<file path="src/design/dual_motor_soft_start_pwm_defines.svh">
// Assertion macros for the dual motor soft start PWM controller.
`ifndef DUAL_MOTOR_SOFT_START_PWM_DEFINES_SVH
`define DUAL_MOTOR_SOFT_START_PWM_DEFINES_SVH

// Same-cycle implication, checked on every rising edge outside reset.
`define DMSSP_ASSERT_HOLDS(label, c, r, ante, cons, msg) \
    label: assert property (@(posedge c) disable iff (!r) (ante) |-> (cons)) \
        else $error(msg);

// Next-cycle implication, checked on every rising edge outside reset.
`define DMSSP_ASSERT_NEXT(label, c, r, ante, cons, msg) \
    label: assert property (@(posedge c) disable iff (!r) (ante) |=> (cons)) \
        else $error(msg);

`endif

</file>
<file path="src/design/dmssp_pkg.sv">
// Shared types, widths and codes for the dual motor soft start PWM block.
`default_nettype none

package dmssp_pkg;

    // tick counter width of the soft start timer
    localparam int TICK_COUNT_BITS = 16;

    localparam int SPEED_W  = 16;
    localparam int MAG_W    = 15;
    localparam int DUTY_W   = 16;
    localparam int BITS_W   = 5;
    localparam int SCALE_W  = 9;
    localparam int TICKS_W  = 16;
    localparam int FACTOR_W = 16;
    localparam int PROD_W   = MAG_W + FACTOR_W;
    localparam int TICK_CMP_W = (TICK_COUNT_BITS > TICKS_W) ? TICK_COUNT_BITS : TICKS_W;

    localparam int CFG_ADDR_W = 3;
    localparam int CFG_DATA_W = 16;

    // configuration register indexes
    localparam logic [CFG_ADDR_W-1:0] CFG_PWM_BITS        = 3'd0;
    localparam logic [CFG_ADDR_W-1:0] CFG_OUTPUT_SCALE    = 3'd1;
    localparam logic [CFG_ADDR_W-1:0] CFG_RAMP_STEP_TICKS = 3'd2;
    localparam logic [CFG_ADDR_W-1:0] CFG_MOTOR_GAP_TICKS = 3'd3;
    localparam logic [CFG_ADDR_W-1:0] CFG_LEFT_READY      = 3'd4;
    localparam logic [CFG_ADDR_W-1:0] CFG_RIGHT_READY     = 3'd5;

    // word kinds
    localparam logic ACTION_CMD  = 1'b0;
    localparam logic ACTION_TICK = 1'b1;

    // |v| < 0.001 and |v| < 0.02 in Q1.15
    localparam logic [MAG_W-1:0] STOP_LIMIT  = 15'd33;
    localparam logic [MAG_W-1:0] START_LIMIT = 15'd656;

    // Q15 ramp factors; unity passes the magnitude through the rounding step
    localparam logic [FACTOR_W-1:0] FACTOR_LOW = 16'd9830;
    localparam logic [FACTOR_W-1:0] FACTOR_MID = 16'd19661;
    localparam logic [FACTOR_W-1:0] FACTOR_ONE = 16'd32768;

    localparam logic [SCALE_W-1:0] SCALE_MAX = 9'd256;
    localparam logic [BITS_W-1:0]  BITS_MIN  = 5'd1;
    localparam logic [BITS_W-1:0]  BITS_MAX  = 5'd16;

    // operand sources
    localparam logic [2:0] SRC_ITEM_L = 3'd0;
    localparam logic [2:0] SRC_ITEM_R = 3'd1;
    localparam logic [2:0] SRC_HELD_L = 3'd2;
    localparam logic [2:0] SRC_HELD_R = 3'd3;
    localparam logic [2:0] SRC_ZERO   = 3'd4;

    // factor selects
    localparam logic [1:0] FAC_ONE = 2'd0;
    localparam logic [1:0] FAC_LOW = 2'd1;
    localparam logic [1:0] FAC_MID = 2'd2;

    typedef struct packed {
        logic [BITS_W-1:0]  pwm_bits;
        logic [SCALE_W-1:0] output_scale;
        logic [TICKS_W-1:0] ramp_step_ticks;
        logic [TICKS_W-1:0] motor_gap_ticks;
        logic               left_ready;
        logic               right_ready;
    } cfg_t;

    typedef struct packed {
        logic       load_item;
        logic       hold_targets;
        logic       mul_factor;
        logic       mul_scale;
        logic       write_left;
        logic       write_right;
        logic [2:0] src;
        logic [1:0] fac;
    } dp_cmd_t;

    typedef struct packed {
        logic action;
        logic item_small;
    } dp_status_t;

endpackage

`default_nettype wire

</file>
<file path="src/design/dual_motor_soft_start_pwm.sv">
// Top level: configuration registers, controller, datapath and result register.
`default_nettype none

// Dual phase/enable DC motor driver with a tick-timed soft start. Each input word is
// either a speed command (signed Q1.15 left and right speeds) or a one millisecond
// tick, selected by s_axis_tuser. Every input word yields exactly one output word with
// the phase level and enable duty of both channels, plus the running, ramping and
// accepted flags as they stand after that word. Duty is round(|v| * (2^bits-1) *
// scale / 256), half away from zero, capped at full scale; speeds under 0.001 stop a
// channel. Commands with both speeds under 0.02 apply directly and drop the running
// flag; while running or while a channel's ready register is clear, commands apply
// directly; otherwise the left motor ramps through 0.3 and 0.6 of its target to full,
// waits the gap, then the right motor does the same, each step after the programmed
// number of ticks. Commands that arrive during the ramp are dropped and reported with
// accepted low. A channel whose ready register is clear keeps its outputs. Timing: one
// word at a time; a command that drives both channels runs the decide state, then the
// factor, scale and write states for the left and then the right channel, then finish;
// a tick that advances the ramp runs the same states for one channel only; an ignored
// command or a tick with nothing to do goes from decide to finish. The next word is
// taken in the cycle after the result is registered. The single shared multiplier does
// two products (ramp factor, then output scale) per channel in series. The result sits
// in an output register, so the block can take the next word while the previous result
// waits on m_axis_tready; a finished word whose result register is still full and not
// being drained holds the block until it frees up. Configuration writes take effect on
// the next cycle and are meant for idle periods only.

module dual_motor_soft_start_pwm
    import dmssp_pkg::*;
(
    input  logic                  clk,
    input  logic                  rst_n,
    // configuration write port
    input  logic                  cfg_we,
    input  logic [CFG_ADDR_W-1:0] cfg_addr,
    input  logic [CFG_DATA_W-1:0] cfg_wdata,
    // input words
    input  logic                  s_axis_tvalid,
    output logic                  s_axis_tready,
    input  logic [31:0]           s_axis_tdata,   // [15:0] left_speed, [31:16] right_speed
    input  logic [0:0]            s_axis_tuser,   // [0] action (0 command, 1 tick)
    // result words
    output logic                  m_axis_tvalid,
    input  logic                  m_axis_tready,
    // [0] left_forward, [16:1] left_duty, [17] right_forward, [33:18] right_duty,
    // [34] running, [35] ramping, [36] accepted, [39:37] zero
    output logic [39:0]           m_axis_tdata
);

    cfg_t        cfg_reg;
    logic        out_valid_reg, out_valid_next;
    logic [39:0] out_data_reg;

    dp_cmd_t     dp_cmd;
    dp_status_t  dp_status;
    logic        out_free;
    logic        res_load;
    logic        running, ramping, accepted;
    logic        left_forward, right_forward;
    logic [DUTY_W-1:0] left_duty, right_duty;

    // configuration registers; unknown indexes are dropped
    always_ff @(posedge clk or negedge rst_n)
    begin
        if (!rst_n)
        begin
            cfg_reg.pwm_bits        <= 5'd10;
            cfg_reg.output_scale    <= 9'd179;
            cfg_reg.ramp_step_ticks <= 16'd30;
            cfg_reg.motor_gap_ticks <= 16'd60;
            cfg_reg.left_ready      <= 1'b0;
            cfg_reg.right_ready     <= 1'b0;
        end
        else if (cfg_we)
        begin
            case (cfg_addr)
                CFG_PWM_BITS:        cfg_reg.pwm_bits        <= cfg_wdata[BITS_W-1:0];
                CFG_OUTPUT_SCALE:    cfg_reg.output_scale    <= cfg_wdata[SCALE_W-1:0];
                CFG_RAMP_STEP_TICKS: cfg_reg.ramp_step_ticks <= cfg_wdata[TICKS_W-1:0];
                CFG_MOTOR_GAP_TICKS: cfg_reg.motor_gap_ticks <= cfg_wdata[TICKS_W-1:0];
                CFG_LEFT_READY:      cfg_reg.left_ready      <= cfg_wdata[0];
                CFG_RIGHT_READY:     cfg_reg.right_ready     <= cfg_wdata[0];
                default: ;
            endcase
        end
    end

    dmssp_ctrl u_ctrl (
        .clk       (clk),
        .rst_n     (rst_n),
        .cfg       (cfg_reg),
        .in_valid  (s_axis_tvalid),
        .in_ready  (s_axis_tready),
        .out_free  (out_free),
        .res_load  (res_load),
        .running   (running),
        .ramping   (ramping),
        .accepted  (accepted),
        .dp_status (dp_status),
        .dp_cmd    (dp_cmd)
    );

    dmssp_dp u_dp (
        .clk           (clk),
        .rst_n         (rst_n),
        .cfg           (cfg_reg),
        .cmd           (dp_cmd),
        .status        (dp_status),
        .in_action     (s_axis_tuser[0]),
        .in_left       (s_axis_tdata[15:0]),
        .in_right      (s_axis_tdata[31:16]),
        .left_forward  (left_forward),
        .left_duty     (left_duty),
        .right_forward (right_forward),
        .right_duty    (right_duty)
    );

    // result register: free when empty or being drained this cycle
    assign out_free = !out_valid_reg || m_axis_tready;

    always_comb
    begin
        out_valid_next = out_valid_reg;
        if (res_load)
            out_valid_next = 1'b1;
        else if (m_axis_tready)
            out_valid_next = 1'b0;
    end

    always_ff @(posedge clk or negedge rst_n)
    begin
        if (!rst_n)
            out_valid_reg <= 1'b0;
        else
            out_valid_reg <= out_valid_next;
    end

    always_ff @(posedge clk)
    begin
        if (res_load)
            out_data_reg <= {3'b000, accepted, ramping, running,
                             right_duty, right_forward, left_duty, left_forward};
    end

    assign m_axis_tvalid = out_valid_reg;
    assign m_axis_tdata  = out_data_reg;

endmodule

`default_nettype wire

</file>
<file path="src/design/dmssp_dp.sv">
// Datapath: speed operands, shared multiplier, duty mapping and pin output registers.
`default_nettype none

module dmssp_dp
    import dmssp_pkg::*;
(
    input  logic                      clk,
    input  logic                      rst_n,
    input  cfg_t                      cfg,
    input  dp_cmd_t                   cmd,
    output dp_status_t                status,
    input  logic                      in_action,
    input  logic signed [SPEED_W-1:0] in_left,
    input  logic signed [SPEED_W-1:0] in_right,
    output logic                      left_forward,
    output logic [DUTY_W-1:0]         left_duty,
    output logic                      right_forward,
    output logic [DUTY_W-1:0]         right_duty
);

    // magnitude with -1.0 clamped to the largest positive code
    function automatic logic [MAG_W-1:0] mag_of(input logic [SPEED_W-1:0] raw);
        logic [SPEED_W-1:0] neg;
        neg = SPEED_W'(~raw + 1'b1);
        if (!raw[SPEED_W-1])
            return raw[MAG_W-1:0];
        else if (neg[SPEED_W-1])
            return {MAG_W{1'b1}};
        else
            return neg[MAG_W-1:0];
    endfunction

    logic               action_reg;
    logic [MAG_W-1:0]   item_l_mag_reg, item_r_mag_reg;
    logic               item_l_neg_reg, item_r_neg_reg;
    logic [MAG_W-1:0]   held_l_mag_reg, held_r_mag_reg;
    logic               held_l_neg_reg, held_r_neg_reg;
    logic [PROD_W-1:0]  prod_reg, prod_next;
    logic               neg_reg, stop_reg, fwd_reg;
    logic               left_fwd_reg, right_fwd_reg;
    logic [DUTY_W-1:0]  left_duty_reg, right_duty_reg;

    logic [MAG_W-1:0]    src_mag;
    logic                src_neg;
    logic [FACTOR_W-1:0] factor;
    logic [MAG_W-1:0]    mul_a;
    logic [FACTOR_W-1:0] mul_b;
    logic [PROD_W-1:0]   rounded;
    logic [MAG_W-1:0]    mag2;
    logic [BITS_W-1:0]   bits_eff;
    logic [SCALE_W-1:0]  scale_eff;
    logic [DUTY_W:0]     full17;
    logic [DUTY_W-1:0]   full_duty;
    logic [39:0]         duty_sum;
    logic [16:0]         duty_raw;
    logic [DUTY_W-1:0]   duty_w;
    logic                fwd_w;

    always_comb
    begin
        case (cmd.src)
            SRC_ITEM_L:
            begin
                src_mag = item_l_mag_reg;
                src_neg = item_l_neg_reg;
            end
            SRC_ITEM_R:
            begin
                src_mag = item_r_mag_reg;
                src_neg = item_r_neg_reg;
            end
            SRC_HELD_L:
            begin
                src_mag = held_l_mag_reg;
                src_neg = held_l_neg_reg;
            end
            SRC_HELD_R:
            begin
                src_mag = held_r_mag_reg;
                src_neg = held_r_neg_reg;
            end
            default:
            begin
                src_mag = '0;
                src_neg = 1'b0;
            end
        endcase
    end

    always_comb
    begin
        case (cmd.fac)
            FAC_LOW: factor = FACTOR_LOW;
            FAC_MID: factor = FACTOR_MID;
            default: factor = FACTOR_ONE;
        endcase
    end

    assign bits_eff  = (cfg.pwm_bits < BITS_MIN) ? BITS_MIN :
                       ((cfg.pwm_bits > BITS_MAX) ? BITS_MAX : cfg.pwm_bits);
    assign scale_eff = (cfg.output_scale > SCALE_MAX) ? SCALE_MAX : cfg.output_scale;
    assign full17    = (17'd1 << bits_eff) - 17'd1;
    assign full_duty = full17[DUTY_W-1:0];

    // round half up of mag * factor / 2^15
    assign rounded = prod_reg + PROD_W'(16384);
    assign mag2    = rounded[29:15];

    // one shared multiplier: ramp factor first, then output scale
    assign mul_a     = cmd.mul_scale ? mag2 : src_mag;
    assign mul_b     = cmd.mul_scale ? FACTOR_W'(scale_eff) : factor;
    assign prod_next = PROD_W'(mul_a) * PROD_W'(mul_b);

    // p * (2^bits - 1) as a shift and subtract, rounded, divided by 2^23
    assign duty_sum = (40'(prod_reg[23:0]) << bits_eff) - 40'(prod_reg[23:0])
                      + 40'h40_0000;
    assign duty_raw = duty_sum[39:23];
    assign duty_w   = stop_reg ? '0 :
                      ((duty_raw > {1'b0, full_duty}) ? full_duty : duty_raw[DUTY_W-1:0]);
    assign fwd_w    = stop_reg ? 1'b0 : fwd_reg;

    always_ff @(posedge clk)
    begin
        if (cmd.load_item)
        begin
            action_reg     <= in_action;
            item_l_mag_reg <= mag_of(in_left);
            item_l_neg_reg <= in_left[SPEED_W-1];
            item_r_mag_reg <= mag_of(in_right);
            item_r_neg_reg <= in_right[SPEED_W-1];
        end
        if (cmd.mul_factor)
        begin
            prod_reg <= prod_next;
            neg_reg  <= src_neg;
        end
        if (cmd.mul_scale)
        begin
            prod_reg <= prod_next;
            stop_reg <= (mag2 < STOP_LIMIT);
            fwd_reg  <= !neg_reg;
        end
    end

    always_ff @(posedge clk or negedge rst_n)
    begin
        if (!rst_n)
        begin
            held_l_mag_reg <= '0;
            held_l_neg_reg <= 1'b0;
            held_r_mag_reg <= '0;
            held_r_neg_reg <= 1'b0;
            left_fwd_reg   <= 1'b0;
            left_duty_reg  <= '0;
            right_fwd_reg  <= 1'b0;
            right_duty_reg <= '0;
        end
        else
        begin
            if (cmd.hold_targets)
            begin
                held_l_mag_reg <= item_l_mag_reg;
                held_l_neg_reg <= item_l_neg_reg;
                held_r_mag_reg <= item_r_mag_reg;
                held_r_neg_reg <= item_r_neg_reg;
            end
            if (cmd.write_left && cfg.left_ready)
            begin
                left_fwd_reg  <= fwd_w;
                left_duty_reg <= duty_w;
            end
            if (cmd.write_right && cfg.right_ready)
            begin
                right_fwd_reg  <= fwd_w;
                right_duty_reg <= duty_w;
            end
        end
    end

    assign status.action     = action_reg;
    assign status.item_small = (item_l_mag_reg < START_LIMIT) &&
                               (item_r_mag_reg < START_LIMIT);

    assign left_forward  = left_fwd_reg;
    assign left_duty     = left_duty_reg;
    assign right_forward = right_fwd_reg;
    assign right_duty    = right_duty_reg;

endmodule

`default_nettype wire

</file>
<file path="src/design/dmssp_ctrl.sv">
// Controller: item sequencing, soft start stages, tick timer and started flag.
`default_nettype none
`include "dual_motor_soft_start_pwm_defines.svh"

module dmssp_ctrl
    import dmssp_pkg::*;
(
    input  logic       clk,
    input  logic       rst_n,
    input  cfg_t       cfg,
    input  logic       in_valid,
    output logic       in_ready,
    input  logic       out_free,
    output logic       res_load,
    output logic       running,
    output logic       ramping,
    output logic       accepted,
    input  dp_status_t dp_status,
    output dp_cmd_t    dp_cmd
);

    localparam logic [3:0] ST_IDLE   = 4'd0;
    localparam logic [3:0] ST_DECIDE = 4'd1;
    localparam logic [3:0] ST_L_MULF = 4'd2;
    localparam logic [3:0] ST_L_MULS = 4'd3;
    localparam logic [3:0] ST_L_WR   = 4'd4;
    localparam logic [3:0] ST_R_MULF = 4'd5;
    localparam logic [3:0] ST_R_MULS = 4'd6;
    localparam logic [3:0] ST_R_WR   = 4'd7;
    localparam logic [3:0] ST_FIN    = 4'd8;

    localparam logic [2:0] STAGE_IDLE  = 3'd0;
    localparam logic [2:0] STAGE_L_LOW = 3'd1;
    localparam logic [2:0] STAGE_L_MID = 3'd2;
    localparam logic [2:0] STAGE_GAP   = 3'd3;
    localparam logic [2:0] STAGE_R_LOW = 3'd4;
    localparam logic [2:0] STAGE_R_MID = 3'd5;

    localparam logic [2:0] PLAN_BOTH   = 3'd0;
    localparam logic [2:0] PLAN_START  = 3'd1;
    localparam logic [2:0] PLAN_L_MID  = 3'd2;
    localparam logic [2:0] PLAN_L_FULL = 3'd3;
    localparam logic [2:0] PLAN_R_LOW  = 3'd4;
    localparam logic [2:0] PLAN_R_MID  = 3'd5;
    localparam logic [2:0] PLAN_R_FULL = 3'd6;

    localparam logic [TICK_COUNT_BITS-1:0] TICK_MAX = '1;

    logic [3:0]                 state_reg, state_next;
    logic [2:0]                 plan_reg, plan_next;
    logic [2:0]                 stage_reg, stage_next;
    logic [TICK_COUNT_BITS-1:0] wait_reg, wait_next;
    logic                       started_reg, started_next;
    logic                       acc_reg, acc_next;

    logic [TICK_COUNT_BITS-1:0] wait_inc;
    logic [TICKS_W-1:0]         ticks_sel, ticks_lim;
    logic                       lim_hit;
    logic                       hold_w;
    logic [2:0]                 left_src, right_src;
    logic [1:0]                 left_fac, right_fac;

    // stage timer: saturating count, zero ticks act as one
    assign wait_inc  = (wait_reg == TICK_MAX) ? wait_reg
                                              : wait_reg + TICK_COUNT_BITS'(1);
    assign ticks_sel = (stage_reg == STAGE_GAP) ? cfg.motor_gap_ticks : cfg.ramp_step_ticks;
    assign ticks_lim = (ticks_sel == '0) ? TICKS_W'(1) : ticks_sel;
    assign lim_hit   = (TICK_CMP_W'(wait_inc) >= TICK_CMP_W'(ticks_lim)) ||
                       (wait_inc == TICK_MAX);

    // operand selection per channel
    always_comb
    begin
        left_src  = SRC_ITEM_L;
        left_fac  = FAC_ONE;
        right_src = SRC_ITEM_R;
        right_fac = FAC_ONE;
        case (plan_reg)
            PLAN_START:
            begin
                left_fac  = FAC_LOW;
                right_src = SRC_ZERO;
            end
            PLAN_L_MID:
            begin
                left_src = SRC_HELD_L;
                left_fac = FAC_MID;
            end
            PLAN_L_FULL: left_src = SRC_HELD_L;
            PLAN_R_LOW:
            begin
                right_src = SRC_HELD_R;
                right_fac = FAC_LOW;
            end
            PLAN_R_MID:
            begin
                right_src = SRC_HELD_R;
                right_fac = FAC_MID;
            end
            PLAN_R_FULL: right_src = SRC_HELD_R;
            default: ;
        endcase
    end

    always_comb
    begin
        state_next   = state_reg;
        plan_next    = plan_reg;
        stage_next   = stage_reg;
        wait_next    = wait_reg;
        started_next = started_reg;
        acc_next     = acc_reg;
        hold_w       = 1'b0;
        case (state_reg)
            ST_IDLE:
            begin
                if (in_valid)
                    state_next = ST_DECIDE;
            end
            ST_DECIDE:
            begin
                acc_next = 1'b1;
                if (dp_status.action == ACTION_CMD)
                begin
                    if (stage_reg != STAGE_IDLE)
                    begin
                        // ignored while the soft start runs
                        acc_next   = 1'b0;
                        state_next = ST_FIN;
                    end
                    else
                    begin
                        state_next = ST_L_MULF;
                        plan_next  = PLAN_BOTH;
                        if (dp_status.item_small)
                            started_next = 1'b0;
                        else if (started_reg)
                            started_next = 1'b1;
                        else if (!cfg.left_ready || !cfg.right_ready)
                            started_next = 1'b1;
                        else
                        begin
                            plan_next  = PLAN_START;
                            hold_w     = 1'b1;
                            stage_next = STAGE_L_LOW;
                            wait_next  = '0;
                        end
                    end
                end
                else if (stage_reg != STAGE_IDLE)
                begin
                    if (lim_hit)
                    begin
                        wait_next = '0;
                        case (stage_reg)
                            STAGE_L_LOW:
                            begin
                                plan_next  = PLAN_L_MID;
                                stage_next = STAGE_L_MID;
                                state_next = ST_L_MULF;
                            end
                            STAGE_L_MID:
                            begin
                                plan_next  = PLAN_L_FULL;
                                stage_next = STAGE_GAP;
                                state_next = ST_L_MULF;
                            end
                            STAGE_GAP:
                            begin
                                plan_next  = PLAN_R_LOW;
                                stage_next = STAGE_R_LOW;
                                state_next = ST_R_MULF;
                            end
                            STAGE_R_LOW:
                            begin
                                plan_next  = PLAN_R_MID;
                                stage_next = STAGE_R_MID;
                                state_next = ST_R_MULF;
                            end
                            default:
                            begin
                                plan_next    = PLAN_R_FULL;
                                stage_next   = STAGE_IDLE;
                                started_next = 1'b1;
                                state_next   = ST_R_MULF;
                            end
                        endcase
                    end
                    else
                    begin
                        wait_next  = wait_inc;
                        state_next = ST_FIN;
                    end
                end
                else
                    state_next = ST_FIN;
            end
            ST_L_MULF: state_next = ST_L_MULS;
            ST_L_MULS: state_next = ST_L_WR;
            ST_L_WR:
            begin
                if (plan_reg inside {PLAN_BOTH, PLAN_START})
                    state_next = ST_R_MULF;
                else
                    state_next = ST_FIN;
            end
            ST_R_MULF: state_next = ST_R_MULS;
            ST_R_MULS: state_next = ST_R_WR;
            ST_R_WR:   state_next = ST_FIN;
            ST_FIN:
            begin
                if (out_free)
                    state_next = ST_IDLE;
            end
            default: state_next = ST_IDLE;
        endcase
    end

    always_ff @(posedge clk or negedge rst_n)
    begin
        if (!rst_n)
        begin
            state_reg   <= ST_IDLE;
            plan_reg    <= PLAN_BOTH;
            stage_reg   <= STAGE_IDLE;
            wait_reg    <= '0;
            started_reg <= 1'b0;
            acc_reg     <= 1'b1;
        end
        else
        begin
            state_reg   <= state_next;
            plan_reg    <= plan_next;
            stage_reg   <= stage_next;
            wait_reg    <= wait_next;
            started_reg <= started_next;
            acc_reg     <= acc_next;
        end
    end

    always_comb
    begin
        dp_cmd              = '0;
        dp_cmd.load_item    = (state_reg == ST_IDLE) && in_valid;
        dp_cmd.hold_targets = hold_w;
        case (state_reg)
            ST_L_MULF:
            begin
                dp_cmd.mul_factor = 1'b1;
                dp_cmd.src        = left_src;
                dp_cmd.fac        = left_fac;
            end
            ST_R_MULF:
            begin
                dp_cmd.mul_factor = 1'b1;
                dp_cmd.src        = right_src;
                dp_cmd.fac        = right_fac;
            end
            ST_L_MULS, ST_R_MULS: dp_cmd.mul_scale = 1'b1;
            ST_L_WR:   dp_cmd.write_left  = 1'b1;
            ST_R_WR:   dp_cmd.write_right = 1'b1;
            default: ;
        endcase
    end

    assign in_ready = (state_reg == ST_IDLE);
    assign res_load = (state_reg == ST_FIN) && out_free;
    assign running  = started_reg;
    assign ramping  = (stage_reg != STAGE_IDLE);
    assign accepted = acc_reg;

    // the ramp only starts from the stopped state and commands cannot restart it
    `DMSSP_ASSERT_HOLDS(a_ramp_not_started, clk, rst_n, stage_reg != STAGE_IDLE,
        !started_reg, "started flag set during soft start")
    // the stage timer is parked at zero outside the ramp
    `DMSSP_ASSERT_HOLDS(a_wait_idle_zero, clk, rst_n, stage_reg == STAGE_IDLE,
        wait_reg == '0, "stage timer running outside soft start")
    // stages only advance by one or finish
    `DMSSP_ASSERT_NEXT(a_stage_step, clk, rst_n, stage_reg != STAGE_IDLE,
        stage_reg == $past(stage_reg) || stage_reg == $past(stage_reg) + 3'd1 || stage_reg == STAGE_IDLE,
        "soft start stage skipped")
    // a command seen mid-ramp never touches the pin outputs
    `DMSSP_ASSERT_NEXT(a_ignored_no_drive, clk, rst_n,
        state_reg == ST_DECIDE && dp_status.action == ACTION_CMD && stage_reg != STAGE_IDLE,
        state_reg == ST_FIN && !acc_reg, "command during soft start was applied")

endmodule

`default_nettype wire

</file>
<file path="config.mk">
export PLATFORM = sky130hd
export DESIGN_NAME = dual_motor_soft_start_pwm
export DESIGN_NICKNAME = d
export VERILOG_FILES = /design/src/design/dmssp_pkg.sv /design/src/design/dual_motor_soft_start_pwm.sv /design/src/design/dmssp_dp.sv /design/src/design/dmssp_ctrl.sv
export VERILOG_INCLUDE_DIRS = /design/src /design/src/design
export SDC_FILE = /design/constraint.sdc
export NUM_CORES = 1
export LEC_CHECK = 0
export ABC_AREA = 1
export BUFFER_PORTS_ARGS = -buffer_cell sky130_fd_sc_hd__buf_2
export CORE_AREA = 2 2 349 178
export DETAILED_ROUTE_END_ITERATION = 16
export DIE_AREA = 0 0 351 180
export REMOVE_ABC_BUFFERS = 1
export SETUP_SLACK_MARGIN = 0.4
export SKIP_LAST_GASP = 1
export SYNTH_ARGS = -nofsm -noshare
export SYNTH_HDL_FRONTEND = slang
export SYNTH_SLANG_ARGS = --single-unit
</file>
<file path="constraint.sdc">
create_clock -name clk -period 13.9 [get_ports clk]
set_input_delay 2.78 -clock clk [delete_from_list [all_inputs] [get_ports clk]]
set_output_delay 2.78 -clock clk [all_outputs]
set_load 0.03 [all_outputs]
</file>
==> metrics.txt <==
outcome=complete, no violations; Final Hold Fails=0; synth unique cells=64; CP Data Arrival Time=8.92 ns; Rows=64; grt ovf=0; critical path type=register to register; Max-Cap Viols=0; leading post-synthesis cells by cell area=fa_1 13%, dfrtp_1 13%, edfxtp_1 13%; commonest register cell after synthesis=dfrtp_1; r2r setup slk=5.31 ns; Setup violations, final=0; Max VDD drop=0.192 mV; Post-Syn Area=0.0244 mm^2; Synth Warn #=0; PwrDens=241 mW/mm^2; most frequent cells in the layout=783 x nand2_1, 559 x inv_1, 321 x nor2_1, 228 x o21ai_0, 207 x ha_1; latest clock arrival within the worst-skew pair=0.60 ns; clock edge transition at the registers on the reported setup and hold paths=0.06 ns; final std cells w/o fill=4,131; synth-to-layout area growth=8.89%; final wirelength=88,300 um; unrepaired setup endpoints after global routing=false; H-tree depth=1; vias in the first global route=20.6k; Clock Path Buffers=3; hold buffers post-CTS=0; CTS tree=yes; Avg Inst Size Synth=7.58 um^2; number of nets in the layout=3,714; DRT Pass-1 Iters=6; initial antenna violation count=0; Die Area=0.0632 mm^2; Final Critical Period=8.59 ns; global-route wire length before repair=134,000 um; drt wl/cell=21.4 um; Routed Antenna Nets=0; Via Count=22.4k; DR iter-0 viols=2,979; slew at the pin with the worst max-slew slack=1.09 ns; Sink Count=246; DPL Wire Length=74,400 um; setup TNS=0 ns; crit share post-route=0.618; Final GP Congestion=1.08; Slowest-stage cell, CP=fa_1; vias per inst=5.43; # placed instances=4,083; Post-Syn Instances=3,223; max reg flops=48; Final Util=0.441; commonest non-fill, non-tap cell in the layout=nand2_1; DRC=0; max incr delay on CP=0.58 ns; P_leak=13.3 nW; number of flops mapped to enable cells by yosys=103; share of the synthesized area in the top cell type=0.134; Filler cells=6,245; biggest area consumer among synthesized cells=fa_1; post-cts sizing count=0; total power=0.00643 W; share of layout cells above drive strength 1=0.0729; GR Util All Layers=0.283; register bit total from synthesis=246; Worst Skew=0.0263 ns; CP Capture Type=register; # IOs=99; final slew viol count=0; DIE WIDTH=351 um; CP startpoint kind=register; ys async rst share=0.581; Root Driver=clkbuf_16; max_slew headroom=0.264; Core ar.=0.0603 mm^2; Port Buffers=95; ANT cells=0; Highest Clock Rate=116 MHz; Initial Util=0.405; critical-path maximum fanout=11; Critical Path RT=14.23 ns; register area share after synthesis=0.274; largest net degree at the start of global routing=87; die height=180 um; CTS buffer count=26; Post-CTS Setup Repair Bufs=0; Worst Hold Class=register to register
[cells in the mapped netlist (8+ instances only)]
cell       instances
o22ai_1           14
inv_2             10
nor4_1            14
clkbuf_1          47
nand3b_1          12
buf_4             10
o21ai_0          228
dfrtp_1          127
xor2_1            47
ha_1             207
o21bai_1           8
o2111ai_1          8
dfstp_2           16
nor3_1            43
buf_2             10
edfxtp_1         103
nor2_1           325
mux2_2             8
a21oi_1          101
a31oi_1           11
mux2i_1           18
a221oi_1           8
or2_2             15
o21ai_1            9
inv_1            559
nand2_1          783
nand4_1           63
fa_1             164
o21a_1            10
nand3_1          133
xnor2_1           19
a21o_1            10
[where the power goes]
part           internal (W)  leakage [nW]  total (W)  switching, W
Clock              0.000422         0.446   0.000753      0.000331
Sequential          0.00105          2.67    0.00125      0.000199
Combinational       0.00126          10.1    0.00443       0.00316
[critical path: cells and delay by family (launching register included)]
family | cells | cell delay [ns]
flip-flops | 1 | 0.40
buffers and inverters | 7 | 0.92
adder cells (fa/ha/maj) | 8 | 3.77
AO/OA/AOI/OAI | 3 | 0.59
XOR/XNOR | 1 | 0.09
AND/OR/NAND/NOR | 10 | 2.57
[layer usage]
| metal | track usage | wire length, um |
|---|---|---|
| met5 | 0.0113 | 99 |
| met2 | 0.282 | 25400 |
| met4 | 0.0227 | 702 |
| met3 | 0.156 | 15800 |
| met1 | 0.489 | 46200 |
[through the flow]
stage	instance area [um^2]	hold slack, ns	setup WS (ns)
3_3_place_gp	25700	0.430	5.72
3_5_place_dp	25700	0.432	5.51
6_report	26600	0.448	5.31
4_1_cts	26600	0.447	5.47
2_1_floorplan	24100	0.425	6.15
5_1_grt	26600	0.455	4.80
[worst paths after layout]
path,startpoint,end,cells past startpoint
max,u_ctrl.state_reg[0],u_dp.prod_reg[26],29
min,u_dp.left_duty[0],m_axis_tdata[1],0
max reg2reg,u_ctrl.state_reg[0],u_dp.prod_reg[26],29
min reg2reg,u_dp.left_duty[0],m_axis_tdata[1],0
max in group asynchronous,rst_n,u_dp.left_duty[1],2
min in group asynchronous,rst_n,u_ctrl.wait_reg[13],1
[kinds of logic after synthesis]
| logic type | after synthesis | synth area share |
|---|---|---|
| AO/OA/AOI/OAI | 439 | 0.101 |
| XOR/XNOR | 66 | 0.0237 |
| adder cells (fa/ha/maj) | 371 | 0.240 |
| buffers and inverters | 652 | 0.104 |
| flip-flops | 246 | 0.274 |
| multiplexers | 26 | 0.0111 |
| other | 2 | 0.000307 |
| AND/OR/NAND/NOR | 1421 | 0.246 |
[area by class of cell]
type                    count  area (um^2)  share of cell area
clock buffers              34          752              0.0283
multi-input cells        2328        15200               0.573
flip-flops and latches    246         6690               0.251
well taps                 825         1030              0.0388
inverters                 574         2150              0.0810
repair buffers            110          594              0.0223
clock inverters            14          149             0.00559
(Power assumes the default switching activity.)
